### src/hdl/clfr_pkg.sv
package clfr_pkg;

   localparam int unsigned PrefixLen = 16;
   localparam int unsigned PrefixIdxW = $clog2(PrefixLen + 1);
   localparam int unsigned LengthW = 64;
   localparam int unsigned PayloadLenW = 32;

   localparam logic [7:0] CharCr = 8'h0d;
   localparam logic [7:0] CharLf = 8'h0a;
   localparam logic [7:0] CharZero = 8'h30;
   localparam logic [7:0] CharNine = 8'h39;

   localparam logic [PayloadLenW-1:0] MaxPayloadReset = 32'd1048576;

   typedef enum logic [1:0] {
      KIND_PAYLOAD = 2'd0,
      KIND_EMPTY   = 2'd1,
      KIND_STATUS  = 2'd2
   } kind_type;

   typedef enum logic [2:0] {
      ST_OK           = 3'd0,
      ST_NO_SEPARATOR = 3'd1,
      ST_BAD_HEADER   = 3'd2,
      ST_BAD_LENGTH   = 3'd3,
      ST_TOO_LARGE    = 3'd4,
      ST_TRUNCATED    = 3'd5
   } status_type;

   typedef struct packed {
      logic       valid;
      kind_type   kind;
      logic [7:0] payload_byte;
      logic       frame_last;
      status_type status;
   } result_type;

   function automatic logic [7:0] prefix_char(input logic [3:0] idx);
      logic [7:0] c;
      case (idx)
         4'd0:    c = "C";
         4'd1:    c = "o";
         4'd2:    c = "n";
         4'd3:    c = "t";
         4'd4:    c = "e";
         4'd5:    c = "n";
         4'd6:    c = "t";
         4'd7:    c = "-";
         4'd8:    c = "L";
         4'd9:    c = "e";
         4'd10:   c = "n";
         4'd11:   c = "g";
         4'd12:   c = "t";
         4'd13:   c = "h";
         4'd14:   c = ":";
         default: c = " ";
      endcase
      return c;
   endfunction

   // The separator alternates carriage return and line feed.
   function automatic logic [7:0] separator_char(input logic [1:0] idx);
      return idx[0] ? CharLf : CharCr;
   endfunction

endpackage

### src/hdl/clfr_parse.sv
module clfr_parse (
   input  logic                              clock,
   input  logic                              reset,
   input  logic                              step,
   input  logic [7:0]                        data_byte,
   input  logic                              end_of_buffer,
   input  logic [clfr_pkg::PayloadLenW-1:0]  max_payload,
   output clfr_pkg::result_type              result
);
   import clfr_pkg::*;

   typedef enum logic [1:0] {
      PH_HEADER = 2'd0,
      PH_BODY   = 2'd1,
      PH_ERROR  = 2'd2
   } phase_type;

   phase_type               phase_ff, phase_in;
   logic [PrefixIdxW-1:0]   prefix_index_ff, prefix_index_in;
   logic [1:0]              sep_match_ff, sep_match_in;
   logic [LengthW-1:0]      length_acc_ff, length_acc_in;
   logic                    length_ovf_ff, length_ovf_in;
   logic                    digit_seen_ff, digit_seen_in;
   logic                    non_digit_ff, non_digit_in;
   logic                    mismatch_ff, mismatch_in;
   logic                    started_ff, started_in;
   logic [PayloadLenW-1:0]  body_rem_ff, body_rem_in;
   status_type              error_code_ff, error_code_in;

   logic                    prefix_done;
   logic                    sep_hit;
   logic                    is_digit;
   logic [3:0]              digit;
   logic [LengthW+3:0]      acc_wide;
   logic [LengthW+3:0]      acc_next;
   logic [PayloadLenW-1:0]  body_dec;
   logic                    too_large;

   assign prefix_done = (prefix_index_ff == PrefixIdxW'(PrefixLen));
   assign sep_hit     = (data_byte == separator_char(sep_match_ff));
   assign is_digit    = data_byte inside {[CharZero:CharNine]};
   assign digit       = 4'(data_byte - CharZero);
   assign acc_wide    = {4'b0, length_acc_ff};
   assign acc_next    = (acc_wide << 3) + (acc_wide << 1) + {{LengthW{1'b0}}, digit};
   assign body_dec    = body_rem_ff - 1'b1;
   assign too_large   = (length_acc_ff[LengthW-1:PayloadLenW] != '0)
                        || (length_acc_ff[PayloadLenW-1:0] > max_payload);

   always_comb begin
      phase_in        = phase_ff;
      prefix_index_in = prefix_index_ff;
      sep_match_in    = sep_match_ff;
      length_acc_in   = length_acc_ff;
      length_ovf_in   = length_ovf_ff;
      digit_seen_in   = digit_seen_ff;
      non_digit_in    = non_digit_ff;
      mismatch_in     = mismatch_ff;
      started_in      = started_ff;
      body_rem_in     = body_rem_ff;
      error_code_in   = error_code_ff;
      result          = '{valid: 1'b0, kind: KIND_PAYLOAD, payload_byte: 8'd0,
                          frame_last: 1'b0, status: ST_OK};

      if (end_of_buffer) begin
         result.valid = 1'b1;
         result.kind  = KIND_STATUS;
         case (phase_ff)
            PH_ERROR: result.status = error_code_ff;
            PH_BODY:  result.status = ST_TRUNCATED;
            default:  result.status = started_ff ? ST_NO_SEPARATOR : ST_OK;
         endcase
         phase_in        = PH_HEADER;
         prefix_index_in = '0;
         sep_match_in    = '0;
         length_acc_in   = '0;
         length_ovf_in   = 1'b0;
         digit_seen_in   = 1'b0;
         non_digit_in    = 1'b0;
         mismatch_in     = 1'b0;
         started_in      = 1'b0;
         body_rem_in     = '0;
         error_code_in   = ST_OK;
      end else begin
         case (phase_ff)
            PH_ERROR: begin
            end
            PH_BODY: begin
               result.valid        = 1'b1;
               result.kind         = KIND_PAYLOAD;
               result.payload_byte = data_byte;
               result.frame_last   = (body_dec == '0);
               body_rem_in         = body_dec;
               if (body_dec == '0) begin
                  phase_in        = PH_HEADER;
                  prefix_index_in = '0;
                  sep_match_in    = '0;
                  length_acc_in   = '0;
                  length_ovf_in   = 1'b0;
                  digit_seen_in   = 1'b0;
                  non_digit_in    = 1'b0;
                  mismatch_in     = 1'b0;
                  started_in      = 1'b0;
               end
            end
            default: begin
               phase_in   = PH_HEADER;
               started_in = 1'b1;
               if (sep_hit && sep_match_ff == 2'd3) begin
                  if (mismatch_ff || !prefix_done) begin
                     error_code_in = ST_BAD_HEADER;
                  end else if (!digit_seen_ff || non_digit_ff || length_ovf_ff) begin
                     error_code_in = ST_BAD_LENGTH;
                  end else if (too_large) begin
                     error_code_in = ST_TOO_LARGE;
                  end else begin
                     error_code_in = ST_OK;
                  end
                  if (error_code_in != ST_OK) begin
                     phase_in = PH_ERROR;
                  end else begin
                     body_rem_in     = length_acc_ff[PayloadLenW-1:0];
                     prefix_index_in = '0;
                     sep_match_in    = '0;
                     length_acc_in   = '0;
                     length_ovf_in   = 1'b0;
                     digit_seen_in   = 1'b0;
                     non_digit_in    = 1'b0;
                     mismatch_in     = 1'b0;
                     started_in      = 1'b0;
                     if (length_acc_ff[PayloadLenW-1:0] == '0) begin
                        result.valid = 1'b1;
                        result.kind  = KIND_EMPTY;
                     end else begin
                        phase_in = PH_BODY;
                     end
                  end
               end else if (sep_hit) begin
                  sep_match_in = sep_match_ff + 2'd1;
               end else if (sep_match_ff != 2'd0) begin
                  // A broken separator falls back into the header text. Its first
                  // character is never a prefix character or a digit, so it decides
                  // everything that the rest of the fallen-out bytes could change.
                  if (!mismatch_ff) begin
                     if (!prefix_done) begin
                        mismatch_in = 1'b1;
                     end else begin
                        non_digit_in = 1'b1;
                     end
                  end
                  sep_match_in = (data_byte == CharCr && sep_match_ff[0]) ? 2'd1 : 2'd0;
               end else if (!mismatch_ff) begin
                  if (!prefix_done) begin
                     if (data_byte == prefix_char(prefix_index_ff[3:0])) begin
                        prefix_index_in = prefix_index_ff + 1'b1;
                     end else begin
                        mismatch_in = 1'b1;
                     end
                  end else if (is_digit) begin
                     digit_seen_in = 1'b1;
                     if (!length_ovf_ff) begin
                        if (acc_next[LengthW+3:LengthW] != '0) begin
                           length_ovf_in = 1'b1;
                        end else begin
                           length_acc_in = acc_next[LengthW-1:0];
                        end
                     end
                  end else begin
                     non_digit_in = 1'b1;
                  end
               end
            end
         endcase
      end
   end

   always_ff @(posedge clock) begin
      if (reset) begin
         phase_ff        <= PH_HEADER;
         prefix_index_ff <= '0;
         sep_match_ff    <= '0;
         length_acc_ff   <= '0;
         length_ovf_ff   <= 1'b0;
         digit_seen_ff   <= 1'b0;
         non_digit_ff    <= 1'b0;
         mismatch_ff     <= 1'b0;
         started_ff      <= 1'b0;
         body_rem_ff     <= '0;
         error_code_ff   <= ST_OK;
      end else if (step) begin
         phase_ff        <= phase_in;
         prefix_index_ff <= prefix_index_in;
         sep_match_ff    <= sep_match_in;
         length_acc_ff   <= length_acc_in;
         length_ovf_ff   <= length_ovf_in;
         digit_seen_ff   <= digit_seen_in;
         non_digit_ff    <= non_digit_in;
         mismatch_ff     <= mismatch_in;
         started_ff      <= started_in;
         body_rem_ff     <= body_rem_in;
         error_code_ff   <= error_code_in;
      end
   end

endmodule

### src/hdl/content_length_frame_reader.sv
// Splits a byte buffer into frames of the form "Content-Length: <digits>" CR LF CR LF
// followed by that many payload bytes. Each input transaction carries one byte, or marks
// the end of the buffer when req_tlast is high. Payload bytes come out as they arrive,
// with rsp_tlast on the last byte of a frame; a zero-length frame gives one empty-frame
// result, and the end of a buffer gives one status result (ok, no separator, bad header,
// bad length, too large or truncated). After an error, bytes are dropped until the end
// of the buffer, and frames already delivered are not withdrawn, so a nonzero status
// means the whole buffer should be discarded. The block takes one transaction per cycle
// while rsp_tready does not stall the output; the parser works between the input
// register and the output register, and its per-byte update sets the throughput. The
// max_payload limit is to be written through csr_wr_en only while no transaction is in
// flight; the user is bound by this, as the block itself does not enforce it.
module content_length_frame_reader (
   input  logic        clock,
   input  logic        reset,
   input  logic        req_tvalid,
   output logic        req_tready,
   input  logic [7:0]  req_tdata,   // data_byte[7:0]
   input  logic        req_tlast,   // end_of_buffer
   output logic        rsp_tvalid,
   input  logic        rsp_tready,
   output logic [15:0] rsp_tdata,   // payload_byte[7:0], status[10:8], zero[15:11]
   output logic        rsp_tlast,   // frame_last
   output logic [1:0]  rsp_tuser,   // kind[1:0]
   input  logic        csr_wr_en,
   input  logic [31:0] csr_wr_data  // max_payload[31:0]
);
   import clfr_pkg::*;

   logic                   in_valid_ff, in_valid_in;
   logic [7:0]             in_byte_ff;
   logic                   in_eob_ff;
   logic                   rsp_valid_ff, rsp_valid_in;
   result_type             rsp_data_ff;
   logic [PayloadLenW-1:0] max_payload_ff;
   logic                   out_free;
   logic                   advance;
   result_type             result;

   assign out_free    = !rsp_valid_ff || rsp_tready;
   assign advance     = in_valid_ff && out_free;
   assign req_tready  = !in_valid_ff || advance;
   assign in_valid_in = (req_tvalid && req_tready) || (in_valid_ff && !advance);
   assign rsp_valid_in = out_free ? (advance && result.valid) : rsp_valid_ff;

   clfr_parse u_parse (
      .clock         (clock),
      .reset         (reset),
      .step          (advance),
      .data_byte     (in_byte_ff),
      .end_of_buffer (in_eob_ff),
      .max_payload   (max_payload_ff),
      .result        (result)
   );

   always_ff @(posedge clock) begin
      if (reset) begin
         in_valid_ff    <= 1'b0;
         rsp_valid_ff   <= 1'b0;
         max_payload_ff <= MaxPayloadReset;
      end else begin
         in_valid_ff  <= in_valid_in;
         rsp_valid_ff <= rsp_valid_in;
         if (csr_wr_en) begin
            max_payload_ff <= csr_wr_data;
         end
      end
      if (req_tvalid && req_tready) begin
         in_byte_ff <= req_tdata;
         in_eob_ff  <= req_tlast;
      end
      if (advance && result.valid) begin
         rsp_data_ff <= result;
      end
   end

   assign rsp_tvalid = rsp_valid_ff;
   assign rsp_tdata  = {5'b0, rsp_data_ff.status, rsp_data_ff.payload_byte};
   assign rsp_tlast  = rsp_data_ff.frame_last;
   assign rsp_tuser  = rsp_data_ff.kind;

endmodule

### config.mk
export PLATFORM = sky130hd
export DESIGN_NAME = content_length_frame_reader
export DESIGN_NICKNAME = d
export VERILOG_FILES = /design/src/hdl/clfr_pkg.sv /design/src/hdl/clfr_parse.sv /design/src/hdl/content_length_frame_reader.sv
export SDC_FILE = /design/constraint.sdc
export NUM_CORES = 1
export LEC_CHECK = 0
export ABC_CLOCK_PERIOD_IN_PS = 4000
export BUFFER_PORTS_ARGS = -buffer_cell sky130_fd_sc_hd__buf_4
export CAP_MARGIN = 5
export CORE_MARGIN = 2
export CORE_UTILIZATION = 25
export CTS_BUF_LIST = sky130_fd_sc_hd__clkbuf_8
export DETAILED_ROUTE_END_ITERATION = 12
export PLACE_DENSITY = 0.38
export SLEW_MARGIN = 20
export SYNTH_ARGS = -nofsm -noshare
export SYNTH_HDL_FRONTEND = slang
export SYNTH_SLANG_ARGS = --single-unit
### constraint.sdc
create_clock -name clock -period 4 [get_ports clock]
set_input_delay 0.4 -clock clock [delete_from_list [all_inputs] [get_ports clock]]
set_output_delay 0.4 -clock clock [all_outputs]
set_load 0.01 [all_outputs]
# After elaboration in Yosys (flattened, before gate mapping)
# Memories as Yosys holds them, arrays and structs flattened. A register that Yosys moved wholly into a read port is not among the register bits.
# Index checks and enable logic that the tools add are counted.
# totals
n_memories,1
romBits,112
in_bits,46
regBits,170
word_cells,201
latch_bits,0
ramBits,0
# classes
bitwise,1
muxes,109
n_lt_le_gt_ge,3
div_mod_pow,0
n_shift,0
n_mul,0
reduce_logical,42
add_sub_neg,6
eq_ne,19
# memory_table
name,depth,word_bits,read_ports,rd_ports_with_merged_regs,write_ports,line_no,source
(no name shown),16,7,1,1,0,clfr_pkg.sv:40,case (idx)
# op_table
op,count
2-to-1 mux 64 bit,11
case mux 64 bit (2 select lines),1
2-to-1 mux 32 bit,3
adder 67 x 65 -> 68 bit,1
adder 68 x 4 -> 68 bit,1
logical NOT 32 bit,2
case mux 32 bit (2 select lines),1
2-to-1 mux 8 bit,7
2-to-1 mux 5 bit,9
2-to-1 mux 1 bit,42
2-to-1 mux 3 bit,14
> comparator 32 bit,1
nonzero test 32 bit,1
"subtractor 32 x 1 -> 32 bit, second input constant",1
"!= test 4 bit, second input constant",5
2-to-1 mux 2 bit,9
AND reduction 9 bit,2
nonzero test 4 bit,4
case mux 3 bit (2 select lines),2
AND reduction 11 bit,1
case mux 1 bit (2 select lines),5
case mux 5 bit (2 select lines),1
AND reduction 5 bit,2
== test 8 x 4 -> 1 bit,1
other kinds (29),53

# Logic depth before layout (Yosys ltp)
# Gate-level depths: netlist (run 1).
# depth
depth_word,19
mapped_depth,16
depth_no_buf,15

# Hierarchy
# Synthesis (run 1) repeated with hierarchy kept, for this count alone.
# unflattened
cells_unflattened,1776
area_unflattened_um2,14312.5
# modules_own_cells
mod,area_each_um2,instances,cells_per_inst,seq_area_each_um2
clfr_parse,12319.3,1,1632,2402.3
content_length_frame_reader,1993.2,1,144,1371.3

# Least setup slack after synthesis (run 1)
# OpenSTA, ideal clock, no wires.
# synth_timing
path_kind,register to register
start,register in_byte_ff[3]
end,register u_parse.length_acc_ff[23]
arrival_time_ps,3771
path_stages_with_launch,17
slack_ps,123
n_path_buf,2
synth_period_minus_slack_ps,3877
path_cell_list,edfxtp_1 inv_1 fa_1 inv_1 fa_1 a211oi_1 o21bai_1 o31ai_1 a21o_1 nand2_1 a211oi_1 xor2_1 o211a_1 clkbuf_1 buf_1 nand4_1 o311ai_0
# synth_via
elab_chain_cells,12
word_cells_on_any_way,27
cone_classes,add/sub: 2; order compare: 2; eq/ne: 7; mux: 10; reduce/logical: 6
# synth_lines
element,line_no,source
"start, declared",content_length_frame_reader.sv:31,logic [7:0] in_byte_ff;
"start signal, assigned",content_length_frame_reader.sv:69,in_byte_ff <= req_tdata;
subtractor 4 x 1 -> 4 bit,clfr_parse.sv:42,assign digit = 4'(data_byte - CharZero);
adder 68 x 4 -> 68 bit,clfr_parse.sv:44,"assign acc_next = (acc_wide << 3) + (acc_wide << 1) + {{LengthW{1'b0}}, digit};"
2-to-1 mux 64 bit,clfr_parse.sv:161,if (acc_next[LengthW+3:LengthW] != '0) begin
2-to-1 mux 64 bit,clfr_parse.sv:160,if (!length_ovf_ff) begin
2-to-1 mux 64 bit,clfr_parse.sv:158,end else if (is_digit) begin
2-to-1 mux 64 bit,clfr_parse.sv:152,if (!prefix_done) begin
2-to-1 mux 64 bit,clfr_parse.sv:151,end else if (!mismatch_ff) begin
2-to-1 mux 64 bit,clfr_parse.sv:139,end else if (sep_match_ff != 2'd0) begin
2-to-1 mux 64 bit,clfr_parse.sv:137,end else if (sep_hit) begin
2-to-1 mux 64 bit,clfr_parse.sv:108,if (sep_hit && sep_match_ff == 2'd3) begin
case mux 64 bit (2 select lines),clfr_parse.sv:84,case (phase_ff)
2-to-1 mux 64 bit,clfr_parse.sv:64,if (end_of_buffer) begin
"end signal, assigned",clfr_parse.sv:193,length_acc_ff <= length_acc_in;
"end, declared",clfr_parse.sv:21,"logic [LengthW-1:0] length_acc_ff, length_acc_in;"
# Parallel ways exist; a longest one is shown, timed or not. The select of a mux whose other input is x is not followed.
# A chain may end at the register's enable or synchronous reset.

# Final worst setup path (run 1)
# layout_timing
start,register u_parse.length_acc_ff[17]
end,register u_parse.length_acc_ff[27]
# layout_via
elab_chain_cells,12
word_cells_on_any_way,25
cone_classes,add/sub: 2; order compare: 1; eq/ne: 2; mux: 16; reduce/logical: 4
# layout_lines
element,line_no
adder 67 x 65 -> 68 bit,clfr_parse.sv:44
adder 68 x 4 -> 68 bit,clfr_parse.sv:44
2-to-1 mux 64 bit,clfr_parse.sv:161
2-to-1 mux 64 bit,clfr_parse.sv:160
2-to-1 mux 64 bit,clfr_parse.sv:158
2-to-1 mux 64 bit,clfr_parse.sv:152
2-to-1 mux 64 bit,clfr_parse.sv:151
2-to-1 mux 64 bit,clfr_parse.sv:139
2-to-1 mux 64 bit,clfr_parse.sv:137
2-to-1 mux 64 bit,clfr_parse.sv:108
case mux 64 bit (2 select lines),clfr_parse.sv:84
2-to-1 mux 64 bit,clfr_parse.sv:64
# Parallel ways exist; a longest one is shown, timed or not. The select of a mux whose other input is x is not followed.

==> results of run 1 <==
per-stage QoR:
stage / TNS, ns / cell area, um^2
after floorplan: 0 / 14900
after CTS: 0 / 17900
final: 0 / 18100
after global routing: -0.00153 / 18100
after detailed placement: 0 / 17200
after global placement: -0.0257 / 17200
cells by family after synthesis:
logic type                 Yosys count
other                                1
muxes                               44
AOI/OAI and AO/OA                  534
xor gates and xnor gates            76
and+or+nand+nor                    683
adders and majority gates          173
buffers and inverters              222
DFF                                177
routing by layer:
layer | part of all wire [%] | global-route usage (%) | up-vias
met5 | 0 | 0 | -
met3 | 2.5 | 2.56 | 47
met2 | 47 | 29.1 | 210
li1 | - | - | 7451
met1 | 49 | 23.7 | 7235
met4 | 2.2 | 5.25 | 0
worst max-delay path, delay by kind of cell, from the launching register on:
family                   cells  cell delay (ns)
adder cells (fa/ha/maj)      2             0.66
buffers and inverters        2             0.32
AO/OA/AOI/OAI                8             1.71
flip-flops                   1             0.59
AND/OR/NAND/NOR              2             0.36
final cells by class:
| class | instances | area share, % |
|---|---|---|
| timing repair buffer | 256 | 12.3 |
| multi-input combinational | 1515 | 57.5 |
| clock inverter | 13 | 0.746 |
| tap | 773 | 5.34 |
| clock buffer | 19 | 1.44 |
| sequential | 177 | 20.9 |
| inverter | 86 | 1.79 |
cells in the mapped netlist (6+ instances only):
cell and count:
nor4b_1 12, o21bai_1 13, nand3_1 48, nor2_1 153, a221oi_1 7, inv_1 84, a2111oi_0 6, o21a_1 10
mux2i_1 36, buf_2 8, nor3_1 83, mux2_2 8, clkbuf_1 110, o211ai_1 26, a21boi_0 6, edfxtp_1 23
or3_1 8, nand4_1 86, nand2_1 186, nor2b_1 16, and2_1 12, o21ai_0 80, a22oi_1 9, nor4_1 31
and3_1 6, a21o_1 30, nor3b_1 8, nand2b_1 6, a211oi_1 22, xor2_1 41, o311ai_0 47, o221ai_1 8
xnor2_1 35, dfxtp_1 154, buf_1 11, a31oi_1 62, a21oi_1 157, ha_1 171
sequential cells by signal, indices dropped and copies added, names as in the netlist, 3 cells and up, named ones only:
signal                   flops
u_parse.error_code_ff        3
u_parse.body_rem_ff         32
u_parse.prefix_index_ff      5
in_byte_ff                   8
rsp_tdata                   11
u_parse.length_acc_ff       64
max_payload_ff              32
power breakdown:
group	total, mW	internal (mW)	switching (mW)
clock network	1.35	0.493	0.858
registers	1.85	1.83	0.0230
logic	0.407	0.160	0.248
how the worst max path moves through the flow:
| stage | start | endpoint | slack [ns] | cells after the start |
|---|---|---|---|---|
| after floorplan | in_byte_ff[3] | u_parse.length_acc_ff[23] | 0.12 | 16 |
| after global placement | u_parse.length_acc_ff[15] | u_parse.length_acc_ff[50] | -0.03 | 13 |
| after detailed placement | in_byte_ff[3] | u_parse.length_acc_ff[38] | 0.03 | 15 |
| after CTS | in_byte_ff[3] | u_parse.length_acc_ff[39] | 0.004 | 16 |
| after global routing | in_byte_ff[3] | u_parse.length_acc_ff[27] | -0.002 | 16 |
| final | u_parse.length_acc_ff[17] | u_parse.length_acc_ff[27] | 0.19 | 14 |
timing repair:
item                                    CTS  global route
pin swaps                                 4             9
endpoints found under the setup margin    5            83
hold buffers                             22             0
gates resized for setup                   6            62
cloned                                    1             3
setup buffers                             2             5
endpoints found under the hold margin    22             0
==> results_dict.tcl, run 1 <==
set metrics [dict create \
    gp_congestion 0.848 \
    fin_util_pct 30.7 \
    r2r-start "u_parse.length_acc_ff[17]" \
    routed_wl_mm 54.9 \
    synth.area.mux_share_pct 3.02 \
    htree_levels 4 \
    finalHoldViolations 0 \
    power.total_mw 3.61 \
    yosys.area_share.xor_xnor_pct 4.47 \
    worstSetupPathType "reg2reg" \
    netlist.area_leader.share_pct 20.7 \
    endpoint_kind "register" \
    coreArea_um2 59000 \
    max_stage_delay_ns 0.59 \
    multiInputGateArea_um2 10400 \
    layout_commonest_cell "buf_4" \
    fin_ws_ns 0.186 \
    powerDensity_nw_per_um2 199 \
    clk_path_buf_depth 2 \
    layout_common_cells "buf_4 (215), nand2_1 (185), ha_1 (170)" \
    die_h_um 248 \
    synth_edf_count 23 \
    fin_crit_sh_pct 95.3 \
    rr_endpoint "u_parse.length_acc_ff[27]" \
    outcome "finished clean" \
    register_area_um2 3780 \
    worst_pin_slew_ns 0.949 \
    cts_root_buffer "clkbuf_8" \
    syn_inst 1910 \
    grt_max_degree 78 \
    rows 89 \
    firstDrtPassIters 7 \
    dp.cells 2774 \
    drt-initial-drc-count 865 \
    start_util_pct 25.2 \
    crit_required_ns 4.44 \
    fmax_mhz 262 \
    vias 14943 \
    cts_tree "yes" \
    clkLatencyLatePin_ns 0.59 \
    min_period_ns 3.81 \
    r2r_slack_ns 0.19 \
    instances_no_fill 2839 \
    synth_adder_area_share_pct 14.6 \
    ios 67 \
    die_w_um 248 \
    finalNetCount 2272 \
    antenna_found_initial 0 \
    overflow 0 \
    cp.arrival_ns 4.25 \
    antennaDiodeCount 0 \
    hp-start "csr_wr_data[26]" \
    drive_gt1_share_pct 15.8 \
    synthArstFlopShare_pct 0 \
    critPathMaxFanout 9 \
    skew_ns 0.0334 \
    die-area_um2 61600 \
    avgSynthCellArea_um2 7.80 \
    place_ws_ns 0.0251 \
    drc 0 \
    clkSlewWorstSetupHoldPaths_ns 0.11 \
    synth_ff_type "dfxtp_1" \
    numClockSinks 177 \
    synth_seq_area_share_pct 25.3 \
    io_buffer_count 61 \
    syn_to_final_growth_pct 21.6 \
    relSlewSlack_pct 36.6 \
    yosysWarnings 0 \
    synthesis.area_um2 14900 \
    critPathLaunchType "register" \
    vias_per_cell 5.26 \
    reg2reg_depth 14 \
    postRouteAntennaNets 0 \
    synth_seq_cells 177 \
    leakagePower_nw 7.62 \
    synth-compound-area-share_pct 23.6 \
    dpl.hpwl_mm 40.7 \
    routedWlPerCell_um 19.3 \
    grt_pass1_wl_mm 84.3 \
    setup_viol 0 \
    fillers 6372 \
    cts_buffers 17 \
    synth-simple-area-share_pct 23.0 \
    synth_top_family_by_area "compound AO/OA/AOI/OAI gates" \
    yosysUniqueCellTypes 78 \
    hold_path_class "in2reg" \
    cp_cell_sequence "ha_1 > ha_1 > a21oi_1 > o21ai_0 > a21oi_1 > o211ai_1 > a211oi_1 > nand2_1 > a311oi_2 > o211ai_1 > nor2_4 > buf_6 > buf_12 > o311ai_0" \
    min_to "max_payload_ff[26]" \
    critPathSlowestCell "dfxtp_1" \
    final-max-slew-violation-count 0 \
    netlist_top_cells_area "dfxtp_1 (21%), ha_1 (14%), a21oi_1 (5.3%)" \
    timing.max_cap.violations 0 \
    timing.hold.ws_ns 0.0539 \
    yosys.area.top_type "dfxtp_1" \
    vdd_drop_max_uv 253 \
    grt_usage_pct 17.6 \
    hold-path-cell-count 3 \
    grt_pass1_vias 14493 \
]
Power figures use the tool's default switching activity.
==> run 2: changes to the inputs <==
--- a/config.mk
+++ b/config.mk
@@ -8,11 +8,13 @@
 export ABC_CLOCK_PERIOD_IN_PS = 4000
 export BUFFER_PORTS_ARGS = -buffer_cell sky130_fd_sc_hd__buf_4
 export CAP_MARGIN = 5
+export CELL_PAD_IN_SITES_DETAIL_PLACEMENT = 1
+export CELL_PAD_IN_SITES_GLOBAL_PLACEMENT = 2
 export CORE_MARGIN = 2
 export CORE_UTILIZATION = 25
 export CTS_BUF_LIST = sky130_fd_sc_hd__clkbuf_8
 export DETAILED_ROUTE_END_ITERATION = 12
-export PLACE_DENSITY = 0.38
+export PLACE_DENSITY = 0.57
 export SLEW_MARGIN = 20
 export SYNTH_ARGS = -nofsm -noshare
 export SYNTH_HDL_FRONTEND = slang
==> run 2 against run 1 <==
Against the previous run: non-clock buffer count rose by 29; utilization rose by 0.56 points; register-to-register slack got worse by 0.04 ns; count of clock-buffer cells in the layout fell by 2; sequential share of layout area fell by 0.34 points; hold slack improved by 0.00074 ns.
==> results_dict.tcl, run 2 (synthesis results as in run 1) <==
set metrics [dict create \
    setup_viol 0 \
    hp-start "csr_wr_data[20]" \
    reg2reg_depth 16 \
    multiInputGateArea_um2 10600 \
    drt-initial-drc-count 707 \
    hold_path_class "in2reg" \
    htree_levels 4 \
    p_switching_mw 1.14 \
    critPathLaunchType "register" \
    ios 67 \
    instances_no_fill 2869 \
    p_sw_share_pct 31.3 \
    p_comb_share_pct 11.4 \
    antenna_found_initial 1 \
    grt_max_degree 82 \
    powerDensity_nw_per_um2 198 \
    fin_util_pct 31.2 \
    cts_root_buffer "clkbuf_8" \
    die-area_um2 61600 \
    largest_reg_flops 64 \
    clk_path_buf_depth 2 \
    grt_pass1_vias 15930 \
    grt_usage_pct 19.8 \
    startpoint "in_byte_ff[3]" \
    outcome "finished clean" \
    leakagePower_nw 7.86 \
    internal-power_mw 2.50 \
    timing.max_cap.violations 0 \
    io_buffer_count 61 \
    vdd_drop_max_uv 201 \
    reg_top3 "u_parse.length_acc_ff x64, max_payload_ff x32, u_parse.body_rem_ff x32" \
    relSlewSlack_pct 33.3 \
    numClockSinks 177 \
    routedWlPerCell_um 21.1 \
    rsz0062_at_grt "yes" \
    critPathSlowestCell "fa_1" \
    finalNetCount 2301 \
    drive_gt1_share_pct 18.0 \
    power.total_mw 3.64 \
    layout_commonest_cell "buf_4" \
    hold-path-cell-count 3 \
    rows 89 \
    fin_crit_sh_pct 96.3 \
    coreArea_um2 59000 \
    clkLatencyLatePin_ns 0.58 \
    fillers 7079 \
    clkPwrFrac_pct 37.7 \
    skew_ns 0.0159 \
    cp_cell_sequence "inv_1 > fa_1 > inv_1 > fa_2 > a211oi_4 > nor2_2 > o311ai_2 > o211ai_1 > nand3_1 > a21oi_2 > o21a_1 > o211ai_1 > nor2_4 > buf_12 > clkbuf_16 > o311ai_1" \
    worstSetupPathType "reg2reg" \
    die_h_um 248 \
    cp.arrival_ns 4.34 \
    worst_pin_slew_ns 1.00 \
    r2r-start "in_byte_ff[3]" \
    top_register "u_parse.length_acc_ff" \
    final-max-slew-violation-count 0 \
    syn_to_final_growth_pct 23.8 \
    start_util_pct 25.2 \
    drc 0 \
    setup_tns_ns 0 \
    clkSlewWorstSetupHoldPaths_ns 0.11 \
    die_w_um 248 \
    overflow 0 \
    gp_congestion 0.809 \
    critPathMaxFanout 14 \
    seqPwrFrac_pct 50.8 \
    vias_per_cell 5.37 \
    routed_wl_mm 60.6 \
    min_period_ns 3.85 \
    firstDrtPassIters 5 \
    grt_pass1_wl_mm 94.2 \
    endpoint_kind "register" \
    crit_required_ns 4.48 \
    cts_tree "yes" \
    layout_common_cells "buf_4 (248), nand2_1 (185), ha_1 (168)" \
    max_stage_delay_ns 0.55 \
    cts_buffers 17 \
    register_area_um2 3790 \
    dp.cells 2804 \
    postRouteAntennaNets 0 \
    fmax_mhz 259 \
    dpl.hpwl_mm 45.5 \
    finalHoldViolations 0 \
    vias 15418 \
]
run 2: cell types whose count changed in the layout (fill, tap and decap cells not counted), sizes merged, moves of 2 or more:
cell / before / now
inv: 91 / 93
buf: 231 / 260
clkinvlp: 1 / 4
clkbuf: 22 / 19
clkinv: 7 / 3
run 2: worst max-delay path, delay by kind of cell (launching register included):
kind	cells	cell delay (ns)
flops	1	0.36
fa+ha+maj	2	0.93
compound gates	7	1.60
simple gates	3	0.34
buf+inv	4	0.49
run 2: routing by layer:
layer | track usage (%) | up-vias | wire length (um)
met4 | 5.50 | 0 | 1270
li1 | - | 7505 | -
met5 | 0 | - | 0
met3 | 3.05 | 66 | 1250
met2 | 33.3 | 173 | 29100
met1 | 26.1 | 7674 | 29000
run 2: power groups by stage:
stage / registers [mW] / clock network (mW) / logic, mW
floorplan: 1.89 / 0 / 0.241
global route: 1.86 / 1.49 / 0.463
CTS: 1.85 / 1.44 / 0.417
detailed placement: 1.89 / 0 / 0.397
finish: 1.85 / 1.37 / 0.417
global placement: 1.89 / 0 / 0.392
run 2: final timing paths:
kind                            slack, ns                         end
worst max-delay path                 0.15   u_parse.length_acc_ff[61]
worst min-delay path                 0.05          max_payload_ff[20]
worst max register to register       0.15   u_parse.length_acc_ff[61]
worst min register to register       0.49  u_parse.prefix_index_ff[4]
run 2: timing repair:
| item | 4_1_cts | 5_1_grt |
|---|---|---|
| setup buffers | 2 | 4 |
| pin swaps | 2 | 8 |
| hold endpoints to repair | 23 | 0 |
| gates resized for setup | 4 | 98 |
| cloned | 0 | 3 |
| hold buffers | 23 | 0 |
| setup endpoints to repair | 64 | 86 |
run 2: cell type report:
| class | count | share of cell area (%) |
|---|---|---|
| Multi-Input combinational cell | 1515 | 57.5 |
| Sequential cell | 177 | 20.5 |
| Timing Repair Buffer | 285 | 12.9 |
| Tap cell | 773 | 5.25 |
| Inverter | 86 | 1.76 |
| Clock buffer | 17 | 1.27 |
| Clock inverter | 15 | 0.841 |
| Antenna cell | 1 | 0.0136 |
run 2: stage by stage:
step                      hold slack (ns)  worst slack (ns)  cell area (um^2)
after floorplan                     0.439             0.123             14900
after CTS                         0.00117            0.0210             18000
after global placement              0.466           -0.0679             17400
after detailed placement            0.466            -0.122             17400
after global routing               0.0164           -0.0407             18400
final                              0.0547             0.146             18400
==> run 3: changes to the inputs <==
--- a/config.mk
+++ b/config.mk
@@ -14,7 +14,8 @@
 export CORE_UTILIZATION = 25
 export CTS_BUF_LIST = sky130_fd_sc_hd__clkbuf_8
 export DETAILED_ROUTE_END_ITERATION = 12
-export PLACE_DENSITY = 0.57
+export PLACE_DENSITY_LB_ADDON = 0.25
+export REMOVE_ABC_BUFFERS = 1
 export SLEW_MARGIN = 20
 export SYNTH_ARGS = -nofsm -noshare
 export SYNTH_HDL_FRONTEND = slang
==> run 3 against run 2 <==
Against the previous run: count of clock-buffer cells in the layout grew 1; die area is the same; critical endpoint is now u_parse.length_acc_ff[56]; largest cell class unchanged; cell count shrank 0.17%; total power grew 0.49%; utilization grew 0.27 points; hold slack gained 0.013 ns; sequential cell count is the same; first-iteration DRC count shrank 17%.
==> results_dict.tcl, run 3 (synthesis results as in run 1) <==
set metrics [dict create \
    overflow 0 \
    cp_cell_sequence "ha_1 > ha_1 > nand2_1 > nor2_1 > nor2_1 > or3_1 > a2111oi_1 > buf_4 > a211oi_2 > xor2_1 > o211ai_1 > nor2_4 > buf_12 > clkbuf_16 > o311ai_1" \
    die_h_um 248 \
    postRouteAntennaNets 0 \
    start_util_pct 25.2 \
    finalNetCount 2294 \
    placed_area_um2 17400 \
    relSlewSlack_pct 28.9 \
    setup_tns_ns 0 \
    htree_levels 4 \
    io_buffer_count 61 \
    timing.max_cap.violations 0 \
    drt-initial-drc-count 589 \
    crit_family "simple AND/OR/NAND/NOR gates" \
    drive_gt1_share_pct 18.2 \
    antenna_found_initial 1 \
    rsz0062_at_grt "yes" \
    endpoint_kind "register" \
    syn_to_final_growth_pct 24.8 \
    worst_pin_slew_ns 1.06 \
    drc 0 \
    vias 15147 \
    fin_util_pct 31.5 \
    vdd_drop_max_uv 201 \
    hold_path_class "in2reg" \
    crit_required_ns 4.45 \
    clkLatencyLatePin_ns 0.59 \
    reg_top3 "u_parse.length_acc_ff x64, max_payload_ff x32, u_parse.body_rem_ff x32" \
    cts_buffers 17 \
    ios 67 \
    firstDrtPassIters 5 \
    largest_reg_flops 64 \
    cts_root_buffer "clkbuf_8" \
    gp_congestion 0.831 \
    place_ws_ns -0.0556 \
    grt_pass1_vias 15704 \
    dp.cells 2793 \
    top_register "u_parse.length_acc_ff" \
    clk_path_buf_depth 2 \
    vias_per_cell 5.29 \
    critPathMaxFanout 8 \
    fin_crit_sh_pct 99.1 \
    layout_commonest_cell "buf_4" \
    final-max-slew-violation-count 0 \
    dpl.hpwl_mm 43.2 \
    die-area_um2 61600 \
    fillers 7006 \
    fmax_mhz 252 \
    routedWlPerCell_um 20.2 \
    grt_usage_pct 18.6 \
    numClockSinks 177 \
    crit_buf_inv 3 \
    routed_wl_mm 57.9 \
    cp.arrival_ns 4.41 \
    coreArea_um2 59000 \
    setup_viol 0 \
    critPathSlowestCell "dfxtp_1" \
    finalHoldViolations 0 \
    rows 89 \
    grt_pass1_wl_mm 89.2 \
    worstSetupPathType "reg2reg" \
    instances_no_fill 2864 \
    clkSlewWorstSetupHoldPaths_ns 0.11 \
    finish.instance_area_um2 18600 \
    critPathLaunchType "register" \
    cts_tree "yes" \
    die_w_um 248 \
    outcome "finished clean" \
    leakagePower_nw 7.82 \
    fin_ws_ns 0.0347 \
    layout_common_cells "buf_4 (227), nand2_1 (184), ha_1 (171)" \
    max_stage_delay_ns 0.51 \
    skew_ns 0.0305 \
    grt_max_degree 119 \
    min_period_ns 3.97 \
    powerDensity_nw_per_um2 197 \
]
[run 3: cell types whose count changed in the layout (fill, tap and decap cells not counted), sizes merged, moves of 3 or more]
cell | previous run | this run
buf | 260 | 248
clkinv | 3 | 7
dlygate4sd3 | 23 | 27
inv | 93 | 90
[run 3: layout make-up]
type	count	area, um^2	area share (%)
multi-input cells	1515	10600	57.3
flip-flops and latches	177	3780	20.3
clock inverters	14	150	0.807
well taps	773	967	5.20
repair buffers	278	2470	13.3
diodes	3	7.51	0.0404
inverters	86	324	1.74
clock buffers	18	248	1.33
[run 3: power breakdown]
group	internal [mW]	switching, mW	total (mW)
Sequential	1.83	0.0235	1.85
Clock	0.530	0.843	1.37
Combinational	0.169	0.266	0.436
[run 3: per-stage QoR]
stage	hold slack [ns]	total power, mW
after floorplan	0.433	2.09
after global placement	0.459	2.30
after detailed placement	0.479	2.30
after CTS	0.000244	3.73
after global routing	0.0288	3.82
final	0.0677	3.66
[run 3: tightest hold or removal path: cells and delay by family]
family                 cells  cell delay, ns
AND/OR/NAND/NOR            1            0.08
multiplexers               1            0.05
buffers and inverters      1            0.08
[run 3: path summary, 6_finish.rpt]
kind,endpoint,cells after the start,start,slack (ns)
setup / recovery,u_parse.length_acc_ff[56],15,u_parse.length_acc_ff[41],0.03
hold / removal,max_payload_ff[11],3,csr_wr_data[11],0.07
setup reg to reg,u_parse.length_acc_ff[56],15,u_parse.length_acc_ff[41],0.03
hold reg to reg,u_parse.prefix_index_ff[4],1,u_parse.prefix_index_ff[4],0.50
[run 3: metal layers]
metal,vias up,part of all wire (%),track usage [%]
met1,7464,48,24.1
met3,61,2.1,2.91
met4,0,2.2,5.48
met2,137,48,31.6
met5,-,0,0
li1,7485,-,-
[run 3: what timing repair did]
item                                   CTS  global route
endpoints found under the hold margin   27             0
pin swaps                                0            18
resized for setup                        3           119
hold buffers                            27             0
setup buffers                            0             5
setup endpoints to repair               55            75
gates cloned                             0             4
